File: src/sv/cc20_pkg.sv
// ----------------------------------------------------------------------------
// cc20_pkg
// Shared types and constants for the ChaCha20 byte stream cipher.
// ----------------------------------------------------------------------------
`default_nettype none

package cc20_pkg;

  localparam int unsigned QDEPTH = 4;
  localparam int unsigned QPTR_W = $clog2(QDEPTH);

  localparam logic [31:0] SIGMA0 = 32'h6170_7865;
  localparam logic [31:0] SIGMA1 = 32'h3320_646e;
  localparam logic [31:0] SIGMA2 = 32'h7962_2d32;
  localparam logic [31:0] SIGMA3 = 32'h6b20_6574;

  typedef enum logic [2:0] {
    REG_KEY0    = 3'd0,
    REG_KEY1    = 3'd1,
    REG_KEY2    = 3'd2,
    REG_KEY3    = 3'd3,
    REG_NONCE_L = 3'd4,
    REG_NONCE_H = 3'd5,
    REG_START   = 3'd6
  } reg_idx_t;

  typedef logic [15:0][31:0] word_arr_t;

  typedef struct packed {
    logic [3:0][63:0] key;
    logic [63:0]      nonce_low;
    logic [31:0]      nonce_high;
  } cfg_t;

  typedef struct packed {
    logic [7:0] data;
    logic       last;
  } q_item_t;

  // back end -> keystream core
  typedef struct packed {
    logic        start;
    logic [31:0] counter;
  } gen_req_t;

  // keystream core -> back end
  typedef struct packed {
    logic done;
  } gen_stat_t;

  typedef struct packed {
    logic [31:0] a;
    logic [31:0] b;
    logic [31:0] c;
    logic [31:0] d;
  } quad_t;

  // One line of a quarter round; line selects which of the four add/xor/rotate steps.
  function automatic quad_t qr_line(input logic [1:0] line, input quad_t q);
    quad_t r;
    logic [31:0] t;
    r = q;
    t = '0;
    case (line)
      2'd0: begin
        r.a = q.a + q.b;
        t   = q.d ^ r.a;
        r.d = {t[15:0], t[31:16]};
      end
      2'd1: begin
        r.c = q.c + q.d;
        t   = q.b ^ r.c;
        r.b = {t[19:0], t[31:20]};
      end
      2'd2: begin
        r.a = q.a + q.b;
        t   = q.d ^ r.a;
        r.d = {t[23:0], t[31:24]};
      end
      default: begin
        r.c = q.c + q.d;
        t   = q.b ^ r.c;
        r.b = {t[24:0], t[31:25]};
      end
    endcase
    return r;
  endfunction

endpackage

`default_nettype wire

File: src/sv/cc20_front.sv
// ----------------------------------------------------------------------------
// cc20_front
// Input side: accepts message bytes and queues them for the back end.
// ----------------------------------------------------------------------------
`default_nettype none

module cc20_front
  import cc20_pkg::*;
(
  input  wire logic       clk,
  input  wire logic       rst,
  input  wire logic       s_tvalid,
  output logic            s_tready,
  input  wire logic [7:0] s_tdata,   // [7:0] data_byte
  input  wire logic       s_tlast,
  output logic            head_valid,
  output q_item_t         head,
  input  wire logic       pop
);

  q_item_t           mem [QDEPTH];
  logic [QPTR_W-1:0] wptr;
  logic [QPTR_W-1:0] rptr;
  logic [QPTR_W:0]   count;
  logic              push;
  logic              do_pop;

  assign s_tready   = (count != (QPTR_W+1)'(QDEPTH));
  assign push       = s_tvalid && s_tready;
  assign head_valid = (count != '0);
  assign do_pop     = pop && head_valid;
  assign head       = mem[rptr];

  always_ff @(posedge clk) begin
    if (push) begin
      mem[wptr] <= '{data: s_tdata, last: s_tlast};
    end
  end

  always_ff @(posedge clk) begin
    if (rst) begin
      wptr  <= '0;
      rptr  <= '0;
      count <= '0;
    end else begin
      if (push) begin
        wptr <= wptr + 1'b1;
      end
      if (do_pop) begin
        rptr <= rptr + 1'b1;
      end
      case ({push, do_pop})
        2'b10:   count <= count + 1'b1;
        2'b01:   count <= count - 1'b1;
        default: count <= count;
      endcase
    end
  end

endmodule

`default_nettype wire

File: config.mk
export PLATFORM = sky130hd
export DESIGN_NAME = cc20_front
export DESIGN_NICKNAME = d
export VERILOG_FILES = /design/src/sv/cc20_pkg.sv /design/src/sv/cc20_front.sv
export SDC_FILE = /design/constraint.sdc
export NUM_CORES = 1
export LEC_CHECK = 0
export ABC_AREA = 1
export BUFFER_PORTS_ARGS = -buffer_cell sky130_fd_sc_hd__buf_2
export CAP_MARGIN = 15
export CORE_UTILIZATION = 45
export CTS_CLUSTER_SIZE = 30
export DETAILED_ROUTE_END_ITERATION = 10
export PLACE_DENSITY = 0.67
export REMOVE_ABC_BUFFERS = 1
export SYNTH_ARGS = -nofsm -noshare
export SYNTH_HDL_FRONTEND = slang
export SYNTH_SLANG_ARGS = --single-unit
export TNS_END_PERCENT = 20
File: constraint.sdc
create_clock -name clk -period 1.58 [get_ports clk]
set_input_delay 0.316 -clock clk [delete_from_list [all_inputs] [get_ports clk]]
set_output_delay 0.316 -clock clk [all_outputs]
set_load 0.01 [all_outputs]
**Word-level counts from Yosys, hierarchy flattened**

Memories as Yosys holds them, arrays and structs flattened. A register that Yosys moved wholly into a read port is not among the register bits.
Cells that the tools add are included.

- Register bits: 7
- Memory bits (writable): 36
- Bits of input ports: 13
- Output and inout bits: 11
- Logic and storage cells: 20
- Memories kept: 1

- $add $sub $neg: 4
- Equal/unequal tests: 3
- Multiplexer cells: 5
- Reductions and logical operators: 4

Memories:

| memory | words | width | read ports | clocked after memory_dff | write ports | RTL line | RTL |
|---|---|---|---|---|---|---|---|
| mem | 4 | 9 | 1 | 1 | 1 | cc20_front.sv:21 | `q_item_t mem [QDEPTH];` |

Operators with widths:

| cell | number |
|---|---|
| $pmux 3 s2 | 1 |
| $add 2x1->2 const B | 2 |
| $mux 2 | 2 |
| $add 3x1->3 const B | 1 |
| $ne 3x3->1 const B | 1 |
| $reduce_bool 3->1 | 1 |
| $sub 3x1->3 const B | 1 |
| $eq 2x1->1 const B | 1 |
| $eq 2x2->1 const B | 1 |
| $logic_and 1x1->1 | 2 |
| $mux 1 | 2 |
| $reduce_bool 2->1 | 1 |

**Logic depth before layout (Yosys ltp)**

- Word-level depth: 4
- Mapped depth: 13
- Mapped depth without buffers: 13

**Worst setup path after synthesis**

OpenSTA, ideal clock, no wires.

- Kind: reg-to-reg
- From: register count[2]
- To: register count[2]
- Library setup time: 0.113 ns
- Arrival: 1.530 ns
- Data required time: 1.467 ns
- Setup slack: -0.063 ns
- Cell stages (with the launch flop): 14
- Path buffers: 0
- Period minus slack after synthesis: 1.643 ns
- Cells stage by stage: dfxtp_1 -> inv_1 -> nand2_2 -> nand2_2 -> inv_2 -> ha_1 -> inv_1 -> fa_1 -> inv_1 -> nand2_1 -> nand3_1 -> nand2_1 -> nand2_1 -> nor2_1

- Longest elaborated chain between the ends: 4

RTL lines:

| what | RTL line | RTL |
|---|---|---|
| from (decl) | cc20_front.sv:24 | `logic [QPTR_W:0] count;` |
| from (signal assigned) | cc20_front.sv:53 | `2'b10: count <= count + 1'b1;` |
| from (signal assigned) | cc20_front.sv:54 | `2'b01: count <= count - 1'b1;` |
| from (signal assigned) | cc20_front.sv:55 | `default: count <= count;` |
| $reduce_bool 3->1 * | cc20_front.sv:30 | `assign head_valid = (count != '0);` |
| via head_valid | cc20_front.sv:16 | `output logic head_valid,` |
| $logic_and 1x1->1 * | cc20_front.sv:31 | `assign do_pop = pop && head_valid;` |
| via do_pop | cc20_front.sv:26 | `logic do_pop;` |
| $eq 2x1->1 or $eq 2x2->1 (tied branches) | cc20_front.sv:52 | `case ({push, do_pop})` |
| $pmux 3 s2 or $reduce_bool 2->1 (tied branches) | -- |  |

The timed path passes the listed nets; every way through them passes the cells marked *.
A chain may end at the register's enable or synchronous reset.

**Worst setup path after layout**

- From: register count[1]
- To: register count[2]

- Longest elaborated chain between the ends: 4

RTL lines:

| what | RTL line |
|---|---|
| $ne 3x3->1 or $reduce_bool 3->1 (tied branches) | cc20_front.sv:28, cc20_front.sv:30 |
| $logic_and 1x1->1, on equally long branches | cc20_front.sv:29, cc20_front.sv:31 |
| $eq 2x1->1 or $eq 2x2->1 (tied branches) | cc20_front.sv:52 |
| $pmux 3 s2 or $reduce_bool 2->1 (tied branches) | -- |

Several ways; a longest one is shown, not always the timed one.

==> run_results.csv <==
group,metric,value,unit
timing,rsz0062_at_grt,"true",
cts,ctsHoldBuffers,0,
grt,grt_overflow,0,
grt,grt_pass1_vias,1239,
place,io_buffers,23,
place,gp_congestion,0.703,
place,post-dp-hpwl,2380,um
routing,wl_per_cell,14.3,um
worst_setup_path,worstPathRequired,1.76,ns
worst_setup_path,crit_path_max_fanout,2,
power,powerDensity,1510,mW/mm^2
routing,detail_route.wirelength,3520,um
worst_setup_path,cp-start-kind,"flip-flop",
die,die_h,66.0,um
grt,grt_pass1_wl,5650,um
cts,clk_latency,0.29,ns
timing,worst_slew_pin_slew,0.187,ns
synth,ys_warn_count,0,
worst_setup_path,crit_type,"reg -> reg",
worst_setup_path,r2r-end,"count[2]",
routing,dr.pass1.iters,4,
worst_setup_path,end_kind,"flip-flop",
die,dieArea,0.00435,mm^2
layout,n_antenna_cell,0,
synth,synthTopCellsByArea,"edfxtp_1, dfxtp_1, nor2_1",
grt,grt_max_degree,19,
cts,cts.htree.levels,2,
routing,antenna_left,0,
worst_setup_path,critPathArrivalTime,1.77,ns
timing,relSlewSlack,87.4,%
synth,synth_seq_cells,45,
synth,yosysUniqueCellTypes,20,
routing,drcViolationCount,0,
worst_setup_path,path_cells,"nor2_4 > nand2_4 > nand2_4 > ha_4 > inv_2 > fa_2 > nand2_2 > nand3_2 > nor2_1 > nor2_1",
synth,yosysSeqAreaShare,68.5,%
worst_hold_path,hp-start,"s_tdata[1]",
layout,final_util,59.4,%
routing,drt_iter0_drc,37,
worst_hold_path,worstHoldPathType,"in -> reg",
timing,clock_skew,0.00889,ns
worst_setup_path,crit_buf_inv,1,
die,fp.dieW,66.0,um
run_status,status,"complete, but fails checks",
timing,maxSlewViolCount,0,
cts,cts_tree,"done",
cts,cts_buffers,5,
synth,yosys.area.top_type,"edfxtp_1",
cts,cts.path.max_buffers,2,
die,fp.coreArea,0.00380,mm^2
synth,synthCells,154,
run_status,violations,"setup timing",
worst_hold_path,worst_hold_path.endpoint,"mem[1][2]",
timing,hold_viol_final,0,
worst_hold_path,holdPathStages,1,
cts,cts_sinks,45,
timing,setup_viol,2,
worst_setup_path,r2r-start,"count[1]",
cts,clockRootBuffer,"clkbuf_8",
timing,fin_crit_sh,101,%
worst_setup_path,worst_path_dominant_cell_family,"simple AND/OR/NAND/NOR gates",
grt,antenna_found_initial,0,
die,start_util,48.5,%
worst_setup_path,cp_slowest_cell,"fa_2",
layout,area_growth,22.5,%
layout,drive_above_1_share,35.4,%
routing,via_per_inst,5.09,
layout,fin_nets,216,
die,rows,22,
worst_setup_path,max_stage_delay,0.36,ns
routing,vias,1251,
cts,clk_pin_slew_worst_paths,0.09,ns
synth,synth_top_cell_area_share,58.7,%
grt,track_usage,18.2,%
timing,fin_ws,-0.00995,ns
timing,timing.fmax,0.629,GHz
worst_setup_path,worst-r2r-cell-count,10,
power,leakage,0.881,nW
worst_setup_path,r2r_slack,-0.01,ns
synth,synth_area,0.00184,mm^2
synth,syn_area_per_cell,12.0,um^2
timing,layout_min_cycle_time,1.59,ns
die,io_pins,24,
power,ir_worst_vdd,0.773,mV
timing,hold_ws,0.225,ns
job,max_cap_viol_count,0,
-- logic make-up after synthesis --
family / share of synthesized area [%]
AO/OA/AOI/OAI: 9.85
buffers and inverters: 5.43
adder cells (fa/ha/maj): 4.48
flip-flops: 68.5
AND/OR/NAND/NOR: 11.8
-- per-layer routing --
metal | GRT usage (%) | part of all wire, %
met1 | 21.3 | 41
met2 | 31.5 | 53
met3 | 5.17 | 5.0
met4 | 7.18 | 0.96
met5 | 0 | 0
-- stage by stage --
| step | TNS [ns] | total power (W) | worst slack, ns | std cells | cell area, um^2 |
|---|---|---|---|---|---|
| 6_report | -0.0139 | 0.00340 | -0.00995 | 246 | 2260 |
| 5_1_grt | -0.531 | 0.00362 | -0.0974 | 246 | 2260 |
| 4_1_cts | -0.00341 | 0.00336 | -0.00341 | 245 | 2230 |
| 3_5_place_dp | -0.106 | 0.00259 | -0.106 | 235 | 2080 |
| 3_3_place_gp | 0 | 0.00253 | 0.00891 | 235 | 2080 |
| 2_1_floorplan | -0.0627 | 0.00213 | -0.0627 | 151 | 1810 |
-- layout by cell type, fill, tap and decap left out, drive strengths merged, types with 5 or more instances in the layout --
| cell type | instances |
|---|---|
| a21oi | 5 |
| buf | 39 |
| clkbuf | 5 |
| dfxtp | 9 |
| edfxtp | 36 |
| ha | 5 |
| inv | 19 |
| nand2 | 15 |
| nand3 | 5 |
| nor2 | 28 |
| o21ai | 20 |
| o22ai | 9 |
-- cell usage after synthesis (all sizes together) --
cell type / number
inv: 18
o22ai: 9
fa: 1
edfxtp: 36
dfxtp: 9
a21oi: 5
ha: 5
buf: 3
nand3: 5
o21ai: 20
nor2: 28
nand2: 15
-- where the power goes --
part / internal, W / leakage, nW / switching, W
Sequential: 0.00144 / 0.407 / 0.000104
Combinational: 0.000510 / 0.430 / 0.000655
Clock: 0.000313 / 0.0445 / 0.000379
Total: 0.00226 / 0.881 / 0.00114
-- flip-flops by register name (all words and copies together) (netlist names), named ones only --
name,flops
wptr,2
count,3
mem,36
rptr,2
-- repair_timing --
item / in CTS / in global routing
gates resized for setup: 18 / 12
gates cloned: 1 / 0
endpoints found under the setup margin: 11 / 11
pin swaps: 3 / 5
setup buffers: 1 / 1
-- how the worst max path moves through the flow --
stage	endpoint	cells past startpoint	from	slack, ns
6_report	count[2]	10	count[1]	-0.01
3_5_place_dp	count[2]	13	count[1]	-0.11
3_3_place_gp	count[2]	13	count[1]	0.009
2_1_floorplan	count[2]	13	count[2]	-0.06
4_1_cts	head[0]	4	flip-flop	-0.003
5_1_grt	count[2]	11	count[1]	-0.1
-- worst register-to-register path: stages (launching register included) --
cell,delay [ns]
dfxtp_2,0.34
nor2_4,0.14
nand2_4,0.07
nand2_4,0.07
ha_4,0.14
inv_2,0.05
fa_2,0.36
nand2_2,0.09
nand3_2,0.08
nor2_1,0.10
nor2_1,0.05
-- area by class of cell --
cell class                      instances  area (um^2)
Sequential cell                        45         1270
Inverter                               18         75.1
Tap cell                               48         60.1
Multi-Input combinational cell         88          515
Clock buffer                            5         68.8
Fill cell                             319         1540
Clock inverter                          3         21.3
Timing Repair Buffer                   39          243
No activity file was read; power rests on OpenSTA's default activity.
