==> src/sv/cc20_pkg.sv <==
// ----------------------------------------------------------------------------
// cc20_pkg
// Shared types and constants for the ChaCha20 byte stream cipher.
// ----------------------------------------------------------------------------
`default_nettype none

package cc20_pkg;

  localparam int unsigned QDEPTH = 4;
  localparam int unsigned QPTR_W = $clog2(QDEPTH);

  localparam logic [31:0] SIGMA0 = 32'h6170_7865;
  localparam logic [31:0] SIGMA1 = 32'h3320_646e;
  localparam logic [31:0] SIGMA2 = 32'h7962_2d32;
  localparam logic [31:0] SIGMA3 = 32'h6b20_6574;

  typedef enum logic [2:0] {
    REG_KEY0    = 3'd0,
    REG_KEY1    = 3'd1,
    REG_KEY2    = 3'd2,
    REG_KEY3    = 3'd3,
    REG_NONCE_L = 3'd4,
    REG_NONCE_H = 3'd5,
    REG_START   = 3'd6
  } reg_idx_t;

  typedef logic [15:0][31:0] word_arr_t;

  typedef struct packed {
    logic [3:0][63:0] key;
    logic [63:0]      nonce_low;
    logic [31:0]      nonce_high;
  } cfg_t;

  typedef struct packed {
    logic [7:0] data;
    logic       last;
  } q_item_t;

  // back end -> keystream core
  typedef struct packed {
    logic        start;
    logic [31:0] counter;
  } gen_req_t;

  // keystream core -> back end
  typedef struct packed {
    logic done;
  } gen_stat_t;

  typedef struct packed {
    logic [31:0] a;
    logic [31:0] b;
    logic [31:0] c;
    logic [31:0] d;
  } quad_t;

  // One line of a quarter round; line selects which of the four add/xor/rotate steps.
  function automatic quad_t qr_line(input logic [1:0] line, input quad_t q);
    quad_t r;
    logic [31:0] t;
    r = q;
    t = '0;
    case (line)
      2'd0: begin
        r.a = q.a + q.b;
        t   = q.d ^ r.a;
        r.d = {t[15:0], t[31:16]};
      end
      2'd1: begin
        r.c = q.c + q.d;
        t   = q.b ^ r.c;
        r.b = {t[19:0], t[31:20]};
      end
      2'd2: begin
        r.a = q.a + q.b;
        t   = q.d ^ r.a;
        r.d = {t[23:0], t[31:24]};
      end
      default: begin
        r.c = q.c + q.d;
        t   = q.b ^ r.c;
        r.b = {t[24:0], t[31:25]};
      end
    endcase
    return r;
  endfunction

endpackage

`default_nettype wire

==> src/sv/cc20_back.sv <==
// ----------------------------------------------------------------------------
// cc20_back
// Back end: tracks message and block position, requests blocks, XORs bytes.
// ----------------------------------------------------------------------------
`default_nettype none

module cc20_back
  import cc20_pkg::*;
(
  input  wire logic        clk,
  input  wire logic        rst,
  input  wire logic [31:0] start_counter,
  input  wire logic        head_valid,
  input  wire q_item_t     head,
  output logic             pop,
  output gen_req_t         req,
  input  wire gen_stat_t   stat,
  input  wire word_arr_t   ks,
  output logic             m_tvalid,
  input  wire logic        m_tready,
  output logic [7:0]       m_tdata,   // [7:0] result_byte
  output logic             m_tlast
);

  typedef enum logic {
    RUN,
    WAIT
  } state_t;

  state_t      state;
  logic        in_msg;
  logic        ks_valid;
  logic [5:0]  pos;
  logic [31:0] blk_cnt;
  logic        out_free;
  logic [31:0] ks_word;
  logic [7:0]  ks_byte;

  assign out_free = !m_tvalid || m_tready;
  assign pop      = (state == RUN) && head_valid && in_msg && ks_valid && out_free;
  assign ks_word  = ks[pos[5:2]];
  assign ks_byte  = ks_word[{pos[1:0], 3'b000} +: 8];

  always_ff @(posedge clk) begin
    if (rst) begin
      state     <= RUN;
      in_msg    <= 1'b0;
      ks_valid  <= 1'b0;
      pos       <= '0;
      blk_cnt   <= '0;
      req.start <= 1'b0;
      m_tvalid  <= 1'b0;
    end else begin
      // block needed at message start or once the current one is used up
      req.start <= (state == RUN) && head_valid && (!in_msg || !ks_valid);
      if (pop) begin
        m_tvalid <= 1'b1;
      end else if (m_tready) begin
        m_tvalid <= 1'b0;
      end
      unique case (state)
        RUN: begin
          if (head_valid && !in_msg) begin
            in_msg      <= 1'b1;
            pos         <= '0;
            blk_cnt     <= start_counter;
            req.counter <= start_counter;
            state       <= WAIT;
          end else if (head_valid && !ks_valid) begin
            req.counter <= blk_cnt;
            state       <= WAIT;
          end else if (pop) begin
            m_tdata  <= head.data ^ ks_byte;
            m_tlast  <= head.last;
            pos      <= pos + 1'b1;
            if (pos == 6'd63) begin
              blk_cnt <= blk_cnt + 1'b1;
            end
            if (pos == 6'd63 || head.last) begin
              ks_valid <= 1'b0;
            end
            if (head.last) begin
              in_msg <= 1'b0;
            end
          end
        end
        WAIT: begin
          if (stat.done) begin
            ks_valid <= 1'b1;
            state    <= RUN;
          end
        end
        default: state <= RUN;
      endcase
    end
  end

endmodule

`default_nettype wire

==> config.mk <==
export PLATFORM = sky130hd
export DESIGN_NAME = cc20_back
export DESIGN_NICKNAME = d
export VERILOG_FILES = /design/src/sv/cc20_pkg.sv /design/src/sv/cc20_back.sv
export SDC_FILE = /design/constraint.sdc
export NUM_CORES = 1
export LEC_CHECK = 0
export ABC_CLOCK_PERIOD_IN_PS = 5400
export BUFFER_PORTS_ARGS = -buffer_cell sky130_fd_sc_hd__clkbuf_2
export CORE_AREA = 2 2 235 237
export CTS_CLUSTER_DIAMETER = 200
export DETAILED_ROUTE_END_ITERATION = 8
export DIE_AREA = 0 0 237 239
export GPL_ROUTABILITY_DRIVEN = 0
export RECOVER_POWER = 50
export SLEW_MARGIN = 15
export SYNTH_ARGS = -nofsm -noshare
export SYNTH_HDL_FRONTEND = slang
export SYNTH_SLANG_ARGS = --single-unit
==> constraint.sdc <==
create_clock -name clk -period 5.4 [get_ports clk]
set_clock_uncertainty 0.15 [all_clocks]
set_input_delay 1.08 -clock clk [delete_from_list [all_inputs] [get_ports clk]]
set_output_delay 1.08 -clock clk [all_outputs]
set_load 0.01 [all_outputs]
Word-level counts from Yosys, hierarchy flattened --
Cells that the tools add are included.
Operators by class: $add $sub $neg 2, magnitude comparators 1, eq/ne operators 7, shift-type cells 1, multiplexer cells 27, bitwise logic cells 5, reductions and logical operators 24
Operator list (number):
- 32-bit 2-to-1 mux | 7
- 32-bit binary-select mux with 4-bit select | 1
- 32-bit by 1-bit adder with 32-bit output, second input constant | 1
- 32-bit by 6-bit indexed part select with 8-bit output | 1
- 6-bit 2-to-1 mux | 3
- 1-bit 2-to-1 mux | 14
- 2-bit != test, second input constant | 5
- 5-bit AND reduction | 2
- 2-bit nonzero test | 5
- 4-bit AND reduction | 2
- 8-bit XOR | 1
- 1-bit logical AND | 7
- 6-bit by 1-bit adder with 6-bit output, second input constant | 1
- 6-bit == test, second input constant | 1
- 3-bit AND reduction | 2
- 4-bit by 5-bit < comparator with 1-bit output, second input constant | 1
- 1-bit inverter | 4
- 1-bit case mux with 2 select lines | 2
- 1-bit zero test | 3
- 1-bit logical OR | 3
- 2-bit by 1-bit != test with 1-bit output, second input constant | 1
Word-level totals: register bits after elaboration 84, logic and storage cells 77

Logic depth before layout (Yosys ltp) --
Gate-level depths: netlist of the first run.
word-level depth 9, mapped depth 9

Worst setup path before layout of the first run --
No wires, ideal clock.
path type input to register, start in rst, end reg req[0] (netlist bit), enable pin, arrival time 2874 ps, setup slack 1955 ps, cell stages on the path 3, buffers on the path 2, path through buf_1 > clkbuf_1 > nor2_1
On the way: cells in the longest elaborated chain, start to end 2
Ends and longest elaborated chain:
- from (decl) | line cc20_back.sv:11 | input wire logic rst,
- 1-bit inverter (no line)
- 3-bit AND reduction (no line)
- to (decl) | line cc20_back.sv:16 | output gen_req_t req,
Every way passes these cells. A chain may end at the register's enable or synchronous reset.

Worst setup path after layout of the first run --
start in rst, end reg req[23] (netlist bit), enable pin
The elaborated chain is that of the path after synthesis.

==> results of run 1 <==
==> per-stage QoR <==
step / hold WS, ns / cell area (µm²) / power [mW] / setup slack (ns) / cells
floorplan: 0.3113 / 8319 / 0.9482 / 1.955 / 847
global route: 0.3713 / 12280 / 1.974 / 1.336 / 2118
CTS: 0.3504 / 12330 / 1.908 / 1.405 / 2109
detailed placement: 0.3350 / 12040 / 1.258 / 1.420 / 2093
finish: 0.3492 / 12300 / 1.878 / 1.555 / 2126
global placement: 0.3231 / 12040 / 1.248 / 1.446 / 2093
==> placed cells by master, fill, tap and decap left out, types with 7 or more instances in the layout <==
master and count:
inv_1 7, mux2_2 10, nand2_1 137, diode_2 17, nor2_1 40, xnor2_1 8, edfxtp_1 41, o22ai_1 19
dfxtp_1 38, clkbuf_1 46, a211oi_1 16, nor2b_1 15, a21oi_1 48, a21o_1 9, nand4_1 9, nand3_1 19
nor3_1 10, o31ai_1 11, a32oi_1 7, o21ai_0 30, clkbuf_16 9, o221ai_1 15, clkbuf_2 558, buf_4 21
mux4_2 99, mux2i_1 67, a22oi_1 11, a311oi_1 8
==> registers in the layout (all words and copies together) (netlist names) <==
signal / cells
req: 33
blk_cnt: 32
m_tdata: 8
pos: 6
in_msg: 1
ks_valid: 1
m_tlast: 1
m_tvalid: 1
state: 1
==> power breakdown <==
group	leakage (nW)	total, mW	switching (mW)	internal [mW]
Combinational	4.03	0.512	0.247	0.265
Clock	0.135	0.634	0.314	0.320
Sequential	0.739	0.731	0.0266	0.704
Total	4.90	1.88	0.588	1.29
==> final cells by class <==
cell class	instances	area [µm²]
clock inverter	7	57.56
clock buffer	9	225.2
inverter	7	26.28
sequential	84	2106
antenna	17	42.54
timing repair buffer	625	3123
fill	5999	42040
tap	704	880.8
multi-input combinational	673	5838
==> worst max-delay path by stage <==
stage                        start                    to  slack (ns)  cells after the start
2_1_floorplan                  rst      req[0]$_DFFE_PP_        1.95                      3
3_3_place_gp   pos[3]$_SDFFE_PP0P_  m_tdata[5]$_DFFE_PP_        1.45                      7
3_5_place_dp   pos[3]$_SDFFE_PP0P_  m_tdata[5]$_DFFE_PP_        1.42                      7
4_1_cts        pos[3]$_SDFFE_PP0P_  m_tdata[5]$_DFFE_PP_        1.41                      7
5_1_grt                        rst     req[10]$_DFFE_PP_        1.34                      4
6_report                       rst     req[23]$_DFFE_PP_        1.55                      4
==> layer usage <==
| layer | routed length [µm] | GRT usage, % |
|---|---|---|
| met2 | 27580 | 32.75 |
| met5 | 102 | 0 |
| met1 | 19860 | 20.88 |
| met4 | 1840 | 6.732 |
| met3 | 4709 | 4.977 |
==> kinds of logic after synthesis <==
| family | after synthesis | synth area share [%] |
|---|---|---|
| and+or+nand+nor | 279 | 15.81 |
| adders and majority gates | 2 | 0.3007 |
| xor gates and xnor gates | 13 | 1.369 |
| buffers and inverters | 90 | 4.828 |
| DFF | 84 | 25.15 |
| muxes | 176 | 36.22 |
| AOI/OAI and AO/OA | 203 | 16.33 |
==> worst max-delay path, stage by stage <==
cell	delay, ns
clkbuf_2	0.08
clkbuf_1	0.78
nor2_2	0.30
clkbuf_1	1.36
==> run summary, run 1 <==
Worst R2R End: m_tdata[5]$_DFFE_PP_
Slew headroom: -40.29%
CP arrival: 3.64 ns
EDFF count, synth: 41
kind of critical path: in2reg
io pins: 602
Final ANT Viol Nets: 0
DPL Wire Length: 46.65 mm
Pleak: 4.904 nW
Gate Count Post-Synth: 847
die area: 56640 µm²
Worst-path clk slew: 0.07 ns
buffers added on ports: 601
post-route core utilization: 22.63%
syn nets: 1407
# DRC: 0
fin crit share: 71.21%
fmax: 260.0 MHz
status: finished, violations left
CP required: 5.19 ns
DR iter-0 viols: 765
DRT Wirelength: 54.09 mm
Worst Hold Class: reg2reg
initial core utilization: 15.31%
Max Slew Vio Count: 75
first-pass GRT wire length: 73.33 mm
root buffer cell: clkbuf_16
mean routed wirelength per cell: 25.44 µm
Post-synth top cells: 137 x nand2_1, 99 x mux4_2, 67 x mux2i_1, 48 x a21oi_1, 43 x dfxtp_1
most numerous cell in the Yosys netlist: nand2_1
Worst Setup End Kind: flip-flop
hold_buf cts: 0
Synth area leaders: mux4_2 27%, edfxtp_1 15%, dfxtp_1 10%
largest net degree at the start of global routing: 64
RSZ-0062 raised after global routing: false
Max Cap Violations: 2
top_reg_cell synth: dfxtp_1
Slew @ Worst Pin: 2.104 ns
post-CTS resize count: 0
Synth top area share: 26.80%
FP Rows: 86
PD cells: 152.7 nW/µm²
Area growth syn-to-layout: 47.84%
die span in x: 237 µm
setup TNS: 0 ns
# Post-CTS Setup Buffers: 0
layout cells sized above 1: 51.46%
average size of a mapped cell: 9.822 µm²
initial antenna violation count: 28
clock sink count: 84
vias in the first global route: 9960
Worst R2R Start: pos[3]$_SDFFE_PP0P_
crit path max fanout: 41
worst hold path cell count: 2
grt total ovfl: 0
post-synthesis register bit count: 84
routed via count: 9932
ys async rst share: 0%
R2R setup slack: 1.63 ns
Final min period: 3.845 ns
Worst Hold Path EP: blk_cnt[25]$_SDFFE_PP0P_
Final nets: 1960
Synth Cell Area: 8319 µm²
Peak VDD IR: 0.1331 mV
TritonCTS buffer count: 9
register area share after synthesis: 25.15%
First-pass DRT Iterations: 5
CTS tree: yes
worst skew pair latency: 0.36 ns
Core Box Area: 54340 µm²
crit start category: input pin
GRT Overall Usage: 18.34%
Die H: 239 µm
Reg2Reg Depth: 7
top cell type by total area after synthesis: mux4_2
final setup vio count: 0
Cell variety after synth: 61
hold wc startpoint: blk_cnt[25]$_SDFFE_PP0P_
Longest Clk Path Bufs: 2
depth of the CTS H-tree: 3
via/cell ratio: 4.672
Fin. Hold Viols: 0
Syn. warnings: 0
failing checks: capacitance limit, slew limit
Note: power is estimated with default switching activity, not from simulation.
==> run 2, diff against run 1 <==
--- a/config.mk
+++ b/config.mk
@@ -5,12 +5,13 @@
 export SDC_FILE = /design/constraint.sdc
 export NUM_CORES = 1
 export LEC_CHECK = 0
-export ABC_CLOCK_PERIOD_IN_PS = 5400
+export ABC_AREA = 1
+export ABC_CLOCK_PERIOD_IN_PS = 4000
 export BUFFER_PORTS_ARGS = -buffer_cell sky130_fd_sc_hd__clkbuf_2
-export CORE_AREA = 2 2 235 237
+export CORE_AREA = 2 2 233 235
 export CTS_CLUSTER_DIAMETER = 200
 export DETAILED_ROUTE_END_ITERATION = 8
-export DIE_AREA = 0 0 237 239
+export DIE_AREA = 0 0 235 237
 export GPL_ROUTABILITY_DRIVEN = 0
 export RECOVER_POWER = 50
 export SLEW_MARGIN = 15
==> constraint.sdc (replaced) <==
create_clock -name clk -period 4 [get_ports clk]
set_clock_uncertainty 0.15 [all_clocks]
set_input_delay 0.8 -clock clk [delete_from_list [all_inputs] [get_ports clk]]
set_output_delay 0.8 -clock clk [all_outputs]
set_load 0.01 [all_outputs]
==> run 2 against run 1 <==
Register-to-register slack worse by 0.68 ns; clock-buffer cell count stayed put; synthesized cell count is 140% higher; flip-flop and latch count stayed put; the flow still finishes with violations (capacitance limit, slew limit); critical path type is now reg2reg; final area is 15% higher; largest power group unchanged.
==> run summary, run 2 <==
status: finished, violations left (unchanged)
failing checks: capacitance limit, slew limit (unchanged)
register area share after synthesis: 20.17% (was 25.15%)
biggest regs: req x33, blk_cnt x32, m_tdata x8 (unchanged)
Longest Clk Path Bufs: 2 (unchanged)
Pwr Total: 2.657 mW (was 1.878 mW)
Worst-path clk slew: 0.07 ns (about the same)
CP most frequent cell: nand2_1 (was clkbuf_1)
mean routed wirelength per cell: 18.16 µm (was 25.44 µm)
Worst Hold Class: reg2reg (unchanged)
EDFF count, synth: 41 (unchanged)
Cell variety after synth: 38 (was 61)
non-filler instance count after layout: 3265 (was 2126)
Worst Setup End Kind: flip-flop (unchanged)
depth of the CTS H-tree: 3 (unchanged)
CTS tree: yes (unchanged)
Area growth syn-to-layout: 36.58% (was 47.84%)
buffers added on ports: 601 (unchanged)
Max Cap Violations: 1 (was 2)
# Post-CTS Setup Buffers: 0 (unchanged)
layout cells sized above 1: 24.19% (was 51.46%)
most frequent cells in the layout: 798 x nand2_1, 557 x clkbuf_2, 282 x inv_1, 280 x nand3_1, 220 x nor2_1 (was 558 x clkbuf_2, 137 x nand2_1, 99 x mux4_2, 67 x mux2i_1, 48 x a21oi_1)
PD cells: 187.6 nW/µm² (was 152.7 nW/µm²)
DPL Wire Length: 48.68 mm (was 46.65 mm)
Slew @ Worst Pin: 1.825 ns (was 2.104 ns)
root buffer cell: clkbuf_16 (unchanged)
FP Rows: 85 (was 86)
CP arrival: 3.01 ns (was 3.64 ns)
Synth top area share: 28.87% (was 26.80%)
Core Box Area: 53280 µm² (was 54340 µm²)
setup TNS: 0 ns (unchanged)
Fillers: 6248 (was 5999)
Largest Register: req (unchanged)
Syn. warnings: 0 (unchanged)
critical path's slowest cell: dfxtp_4 (was clkbuf_1)
TritonCTS buffer count: 9 (unchanged)
# DRC: 0 (unchanged)
hold_buf cts: 0 (unchanged)
Slew headroom: -21.64% (was -40.29%)
die span in x: 235 µm (was 237 µm)
DP Cell Count: 3243 (was 2093)
Pleak: 8.032 nW (was 4.904 nW)
Final min period: 3.049 ns
CP cell instances: inv_8 -> buf_4 -> nand2_1 -> nand3_1 -> nand2_1 -> nand2_1 -> nand2_1 -> inv_1 -> nand2_1 -> nand2_1 -> nand2_1 -> inv_1 -> nand2_1 -> nand2_1 -> nand2_1 (was clkbuf_2 -> clkbuf_1 -> nor2_2 -> clkbuf_1)
final worst setup slack: 0.9508 ns (was 1.555 ns)
first-pass GRT wire length: 85.86 mm (was 73.33 mm)
post-CTS resize count: 0 (unchanged)
grt total ovfl: 0 (unchanged)
crit start category: flip-flop (was input pin)
post-synthesis register bit count: 84 (unchanged)
fin crit share: 76.23%
First-pass DRT Iterations: 5 (unchanged)
clock sink count: 84 (unchanged)
io pins: 602 (unchanged)
ys async rst share: 0% (unchanged)
top cell type by total area after synthesis: nand2_1 (was mux4_2)
pre-CTS WS: 0.9388 ns (was 1.420 ns)
CP required: 3.96 ns (was 5.19 ns)
DRT Wirelength: 59.29 mm (was 54.09 mm)
via/cell ratio: 4.441 (was 4.672)
initial antenna violation count: 18 (was 28)
Post-synth top cells: 798 x nand2_1, 282 x inv_1, 280 x nand3_1, 220 x nor2_1, 123 x o21ai_0 (was 137 x nand2_1, 99 x mux4_2, 67 x mux2i_1, 48 x a21oi_1, 43 x dfxtp_1)
final setup vio count: 0 (unchanged)
Die H: 237 µm (was 239 µm)
most numerous cell in the Yosys netlist: nand2_1 (unchanged)
initial core utilization: 19.47% (was 15.31%)
worst skew pair latency: 0.36 ns (about the same)
die area: 55700 µm² (was 56640 µm²)
routed via count: 14500 (was 9932)
largest net degree at the start of global routing: 184 (was 64)
Gate Count Post-Synth: 2042 (was 847)
commonest non-fill, non-tap cell in the layout: nand2_1 (was clkbuf_2)
kind of critical path: reg2reg (was in2reg)
fmax: 328.0 MHz
DR iter-0 viols: 1075 (was 765)
top_reg_cell synth: dfxtp_1 (unchanged)
Final ANT Viol Nets: 0 (unchanged)
Synth Cell Area: 10370 µm² (was 8319 µm²)
average size of a mapped cell: 5.080 µm² (was 9.822 µm²)
Final nets: 3118 (was 1960)
critical path's largest stage delay: 0.50 ns (was 1.36 ns)
GRT Overall Usage: 20.52% (was 18.34%)
max FFs per register: 33 (unchanged)
Synth area leaders: nand2_1 29%, nand3_1 14%, edfxtp_1 12% (was mux4_2 27%, edfxtp_1 15%, dfxtp_1 10%)
Max Slew Vio Count: 33 (was 75)
Fin. Hold Viols: 0 (unchanged)
syn nets: 2602 (was 1407)
crit path max fanout: 116 (was 41)
vias in the first global route: 13680 (was 9960)
Peak VDD IR: 0.2129 mV (was 0.1331 mV)
RSZ-0062 raised after global routing: false (unchanged)
==> run 2: cell types whose count changed after synthesis, moves of 17 or more <==
cell,previous run,this run
mux2i_1,67,0
inv_1,7,282
o21ai_1,1,20
buf_2,34,73
nand3_1,19,280
mux4_2,99,0
nand2_1,137,798
o21ai_0,30,123
o22ai_1,19,2
nor2_1,41,220
==> run 2: final timing paths <==
kind	slack [ns]	endpoint	cells after the start	startpoint
setup / recovery	0.95	m_tdata[7]$_DFFE_PP_	15	pos[2]$_SDFFE_PP0P_
hold / removal	0.34	ks_valid$_SDFFE_PP0P_	2	ks_valid$_SDFFE_PP0P_
setup reg to reg	0.95	m_tdata[7]$_DFFE_PP_	15	pos[2]$_SDFFE_PP0P_
hold reg to reg	0.34	ks_valid$_SDFFE_PP0P_	2	ks_valid$_SDFFE_PP0P_
==> run 2: critical path, delay by kind of cell (launching register included) <==
family	cells	cell delay, ns
and+or+nand+nor	11	0.85
buffers and inverters	4	1.03
DFF	1	0.50
==> run 2: area by class of cell <==
class | instances | area (µm²) | area share, %
clock inverters | 7 | 70.07 | 0.4945
flip-flops and latches | 84 | 2101 | 14.83
well taps | 696 | 870.8 | 6.146
repair buffers | 627 | 3158 | 22.29
inverters | 291 | 1102 | 7.780
clock buffers | 9 | 225.2 | 1.590
multi-input cells | 1545 | 6626 | 46.77
diodes | 6 | 15.01 | 0.1060
==> run 2: kinds of logic (layout without fill, tap and decap cells) <==
logic type | count (synthesis) | after routing | synth area share [%]
flip-flops | 84 | 84 | 20.17
other | 0 | 6 | 0
AND/OR/NAND/NOR | 1338 | 1338 | 53.11
XOR/XNOR | 6 | 6 | 0.5066
AO/OA/AOI/OAI | 199 | 199 | 10.08
adder cells (fa/ha/maj) | 2 | 2 | 0.2412
buffers and inverters | 413 | 934 | 15.90
==> run 2: power by group <==
group	leakage [nW]	switching [mW]	internal, mW
Combinational	7.16	0.431	0.358
Clock	0.135	0.414	0.438
Sequential	0.740	0.0502	0.967
==> run 2: metal layers <==
| metal | up-vias | global-route usage, % | routed length (µm) |
|---|---|---|---|
| li1 | 7372 | - | - |
| met1 | 6445 | 25.20 | 24530 |
| met2 | 579 | 35.53 | 28730 |
| met3 | 93 | 5.281 | 4602 |
| met4 | 10 | 5.198 | 1370 |
| met5 | - | 0 | 61 |
==> run 2: per-stage QoR <==
| step | hold WS, ns | util [%] | area [µm²] |
|---|---|---|---|
| final | 0.3417 | 26.59 | 14170 |
| after global routing | 0.3807 | 26.58 | 14160 |
| after CTS | 0.3480 | 26.72 | 14240 |
| after detailed placement | 0.3290 | 26.17 | 13940 |
| after global placement | 0.3321 | 26.17 | 13940 |
| after floorplan | 0.3014 | - | 10370 |
==> run 3, diff against run 2 <==
--- a/config.mk
+++ b/config.mk
@@ -6,7 +6,7 @@
 export NUM_CORES = 1
 export LEC_CHECK = 0
 export ABC_AREA = 1
-export ABC_CLOCK_PERIOD_IN_PS = 4000
+export ABC_CLOCK_PERIOD_IN_PS = 2700
 export BUFFER_PORTS_ARGS = -buffer_cell sky130_fd_sc_hd__clkbuf_2
 export CORE_AREA = 2 2 233 235
 export CTS_CLUSTER_DIAMETER = 200
==> constraint.sdc (replaced) <==
create_clock -name clk -period 2.7 [get_ports clk]
set_clock_uncertainty 0.15 [all_clocks]
set_input_delay 0.54 -clock clk [delete_from_list [all_inputs] [get_ports clk]]
set_output_delay 0.54 -clock clk [all_outputs]
set_load 0.01 [all_outputs]
==> run 3 against run 2 <==
The run now ends clean; power is 50% higher; sequential power is 47% higher; maximum frequency is 25% higher; largest power group unchanged; clock power is 51% higher; via count is 1.4% higher; critical path depth is 3 lower; global-route usage is 0.17 points higher; worst setup slack worse by 0.69 ns; largest cell class unchanged; combinational power is 50% higher; cell count is 1.3% higher; flip-flop and latch count stayed put; first-iteration DRC count is 5.3% higher.
==> run summary, run 3 (same netlist as run 2, synthesis figures left out) <==
Worst-path clk slew: 0.08 ns (was 0.07 ns)
CP cell instances: inv_8 -> buf_12 -> buf_12 -> nand2_1 -> nand3_1 -> nand2_1 -> a21oi_1 -> nor2_1 -> nand2_1 -> nand3_1 -> nand3_1 -> nand2_1 (was inv_8 -> buf_4 -> nand2_1 -> nand3_1 -> nand2_1 -> nand2_1 -> nand2_1 -> inv_1 -> nand2_1 -> nand2_1 -> nand2_1 -> inv_1 -> nand2_1 -> nand2_1 -> nand2_1)
FP Rows: 85 (unchanged)
Slew @ Worst Pin: 1.461 ns (was 1.825 ns)
DPL Wire Length: 50.85 mm (was 48.68 mm)
worst hold path cell count: 2 (unchanged)
Fillers: 6199 (was 6248)
Post-DP Area: 14430 µm² (was 13940 µm²)
buffers added on ports: 601 (unchanged)
Design Area, Final: 14650 µm² (was 14170 µm²)
biggest regs: req x33, blk_cnt x32, m_tdata x8 (unchanged)
# Post-CTS Setup Buffers: 0 (unchanged)
Final ANT Viol Nets: 0 (unchanged)
Final nets: 3158 (was 3118)
grt total ovfl: 0 (unchanged)
die span in x: 235 µm (unchanged)
final setup vio count: 0 (unchanged)
setup TNS: 0 ns (unchanged)
initial antenna violation count: 19 (was 18)
Reg2Reg Depth: 12 (was 15)
hold wc startpoint: stat (was ks_valid$_SDFFE_PP0P_)
Area growth syn-to-layout: 41.26% (was 36.58%)
critical path's slowest cell: a21oi_1 (was dfxtp_4)
TritonCTS buffer count: 9 (unchanged)
DR iter-0 viols: 1132 (was 1075)
Worst Hold Class: in2reg (was reg2reg)
Max Slew Vio Count: 0 (was 33)
CTS tree: yes (unchanged)
GRT Overall Usage: 20.69% (was 20.52%)
CP arrival: 2.40 ns (was 3.01 ns)
Worst Hold Path EP: state$_SDFF_PP0_ (was ks_valid$_SDFFE_PP0P_)
die area: 55700 µm² (unchanged)
Max Cap Violations: 0 (was 1)
Final min period: 2.440 ns (was 3.049 ns)
mean routed wirelength per cell: 18.10 µm (was 18.16 µm)
R2R setup slack: 0.26 ns (was 0.95 ns)
root buffer cell: clkbuf_16 (unchanged)
DRT Wirelength: 59.87 mm (was 59.29 mm)
most frequent cells in the layout: 798 x nand2_1, 559 x clkbuf_2, 283 x inv_1, 280 x nand3_1, 220 x nor2_1 (was 798 x nand2_1, 557 x clkbuf_2, 282 x inv_1, 280 x nand3_1, 220 x nor2_1)
Fin. Hold Viols: 0 (unchanged)
routed via count: 14710 (was 14500)
crit start category: flip-flop (unchanged)
Largest Register: req (unchanged)
Worst R2R End: m_tdata[6]$_DFFE_PP_ (was m_tdata[7]$_DFFE_PP_)
io pins: 602 (unchanged)
clock sink count: 84 (unchanged)
depth of the CTS H-tree: 3 (unchanged)
CP required: 2.66 ns (was 3.96 ns)
Pleak: 8.311 nW (was 8.032 nW)
fin crit share: 90.37% (was 76.23%)
via/cell ratio: 4.448 (was 4.441)
commonest non-fill, non-tap cell in the layout: nand2_1 (unchanged)
hold_buf cts: 0 (unchanged)
kind of critical path: reg2reg (unchanged)
post-CTS resize count: 0 (unchanged)
CP most frequent cell: nand2_1 (unchanged)
Core Box Area: 53280 µm² (unchanged)
Longest Clk Path Bufs: 2 (unchanged)
initial core utilization: 19.47% (unchanged)
vias in the first global route: 14140 (was 13680)
# DRC: 0 (unchanged)
Worst R2R Start: pos[2]$_SDFFE_PP0P_ (unchanged)
critical path's largest stage delay: 0.43 ns (was 0.50 ns)
fmax: 409.8 MHz (was 328.0 MHz)
RSZ-0062 raised after global routing: false (unchanged)
max FFs per register: 33 (unchanged)
first-pass GRT wire length: 86.98 mm (was 85.86 mm)
First-pass DRT Iterations: 5 (unchanged)
PD cells: 271.5 nW/µm² (was 187.6 nW/µm²)
layout cells sized above 1: 25.36% (was 24.19%)
Die H: 237 µm (unchanged)
largest net degree at the start of global routing: 63 (was 184)
crit path max fanout: 34 (was 116)
Slew headroom: 2.614% (was -21.64%)
Hold WS: 0.2851 ns (was 0.3417 ns)
status: complete, no violations (was finished, violations left)
Peak VDD IR: 0.3185 mV (was 0.2129 mV)
Worst Setup End Kind: flip-flop (unchanged)
worst skew pair latency: 0.36 ns (about the same)
Pwr Total: 3.979 mW (was 2.657 mW)
run 3: metal layers:
| metal | vias up | track usage (%) | part of all wire, % |
|---|---|---|---|
| li1 | 7441 | - | - |
| met1 | 6594 | 25.52 | 41 |
| met2 | 588 | 36.56 | 49 |
| met3 | 78 | 4.360 | 7.3 |
| met4 | 8 | 4.987 | 1.9 |
| met5 | - | 0 | 0.082 |
run 3: worst max path at each step:
stage / endpoint / slack (ns) / from / cells after the start
after floorplan: req[0]$_DFFE_PP_ / 0.48 / head_valid / 4
after global placement: m_tdata[4]$_DFFE_PP_ / 0.21 / pos[3]$_SDFFE_PP0P_ / 14
after detailed placement: m_tdata[4]$_DFFE_PP_ / 0.23 / pos[3]$_SDFFE_PP0P_ / 14
after CTS: m_tdata[4]$_DFFE_PP_ / 0.22 / pos[3]$_SDFFE_PP0P_ / 14
after global routing: m_tdata[4]$_DFFE_PP_ / 0.08 / pos[3]$_SDFFE_PP0P_ / 14
final: m_tdata[6]$_DFFE_PP_ / 0.26 / pos[2]$_SDFFE_PP0P_ / 12
run 3: area by class of cell:
| class | count | area [µm²] | area share, % |
|---|---|---|---|
| tap | 696 | 870.8 | 5.943 |
| clock inverter | 7 | 76.32 | 0.5208 |
| inverter | 291 | 1102 | 7.522 |
| clock buffer | 9 | 225.2 | 1.537 |
| sequential | 84 | 2101 | 14.34 |
| timing repair buffer | 667 | 3632 | 24.79 |
| multi-input combinational | 1545 | 6626 | 45.22 |
| antenna | 8 | 20.02 | 0.1366 |
run 3: per-stage QoR:
stage / instances / utilization (%) / setup WS, ns
6_report: 3307 / 27.50 / 0.2599
5_1_grt: 3304 / 27.49 / 0.08389
4_1_cts: 3299 / 27.65 / 0.2207
3_5_place_dp: 3283 / 27.08 / 0.2259
3_3_place_gp: 3283 / 27.08 / 0.2057
2_1_floorplan: 2042 / - / 0.4786
run 3: critical path, delay by kind of cell (launching register included):
family | cells | cell delay (ns)
and+or+nand+nor | 8 | 0.69
AOI/OAI and AO/OA | 1 | 0.43
DFF | 1 | 0.41
buffers and inverters | 3 | 0.52
run 3: report_power, final:
group | leakage [nW] | internal, mW | total (mW) | switching (mW)
Clock | 0.149 | 0.660 | 1.29 | 0.634
Combinational | 7.42 | 0.538 | 1.18 | 0.644
Sequential | 0.740 | 1.43 | 1.50 | 0.0739
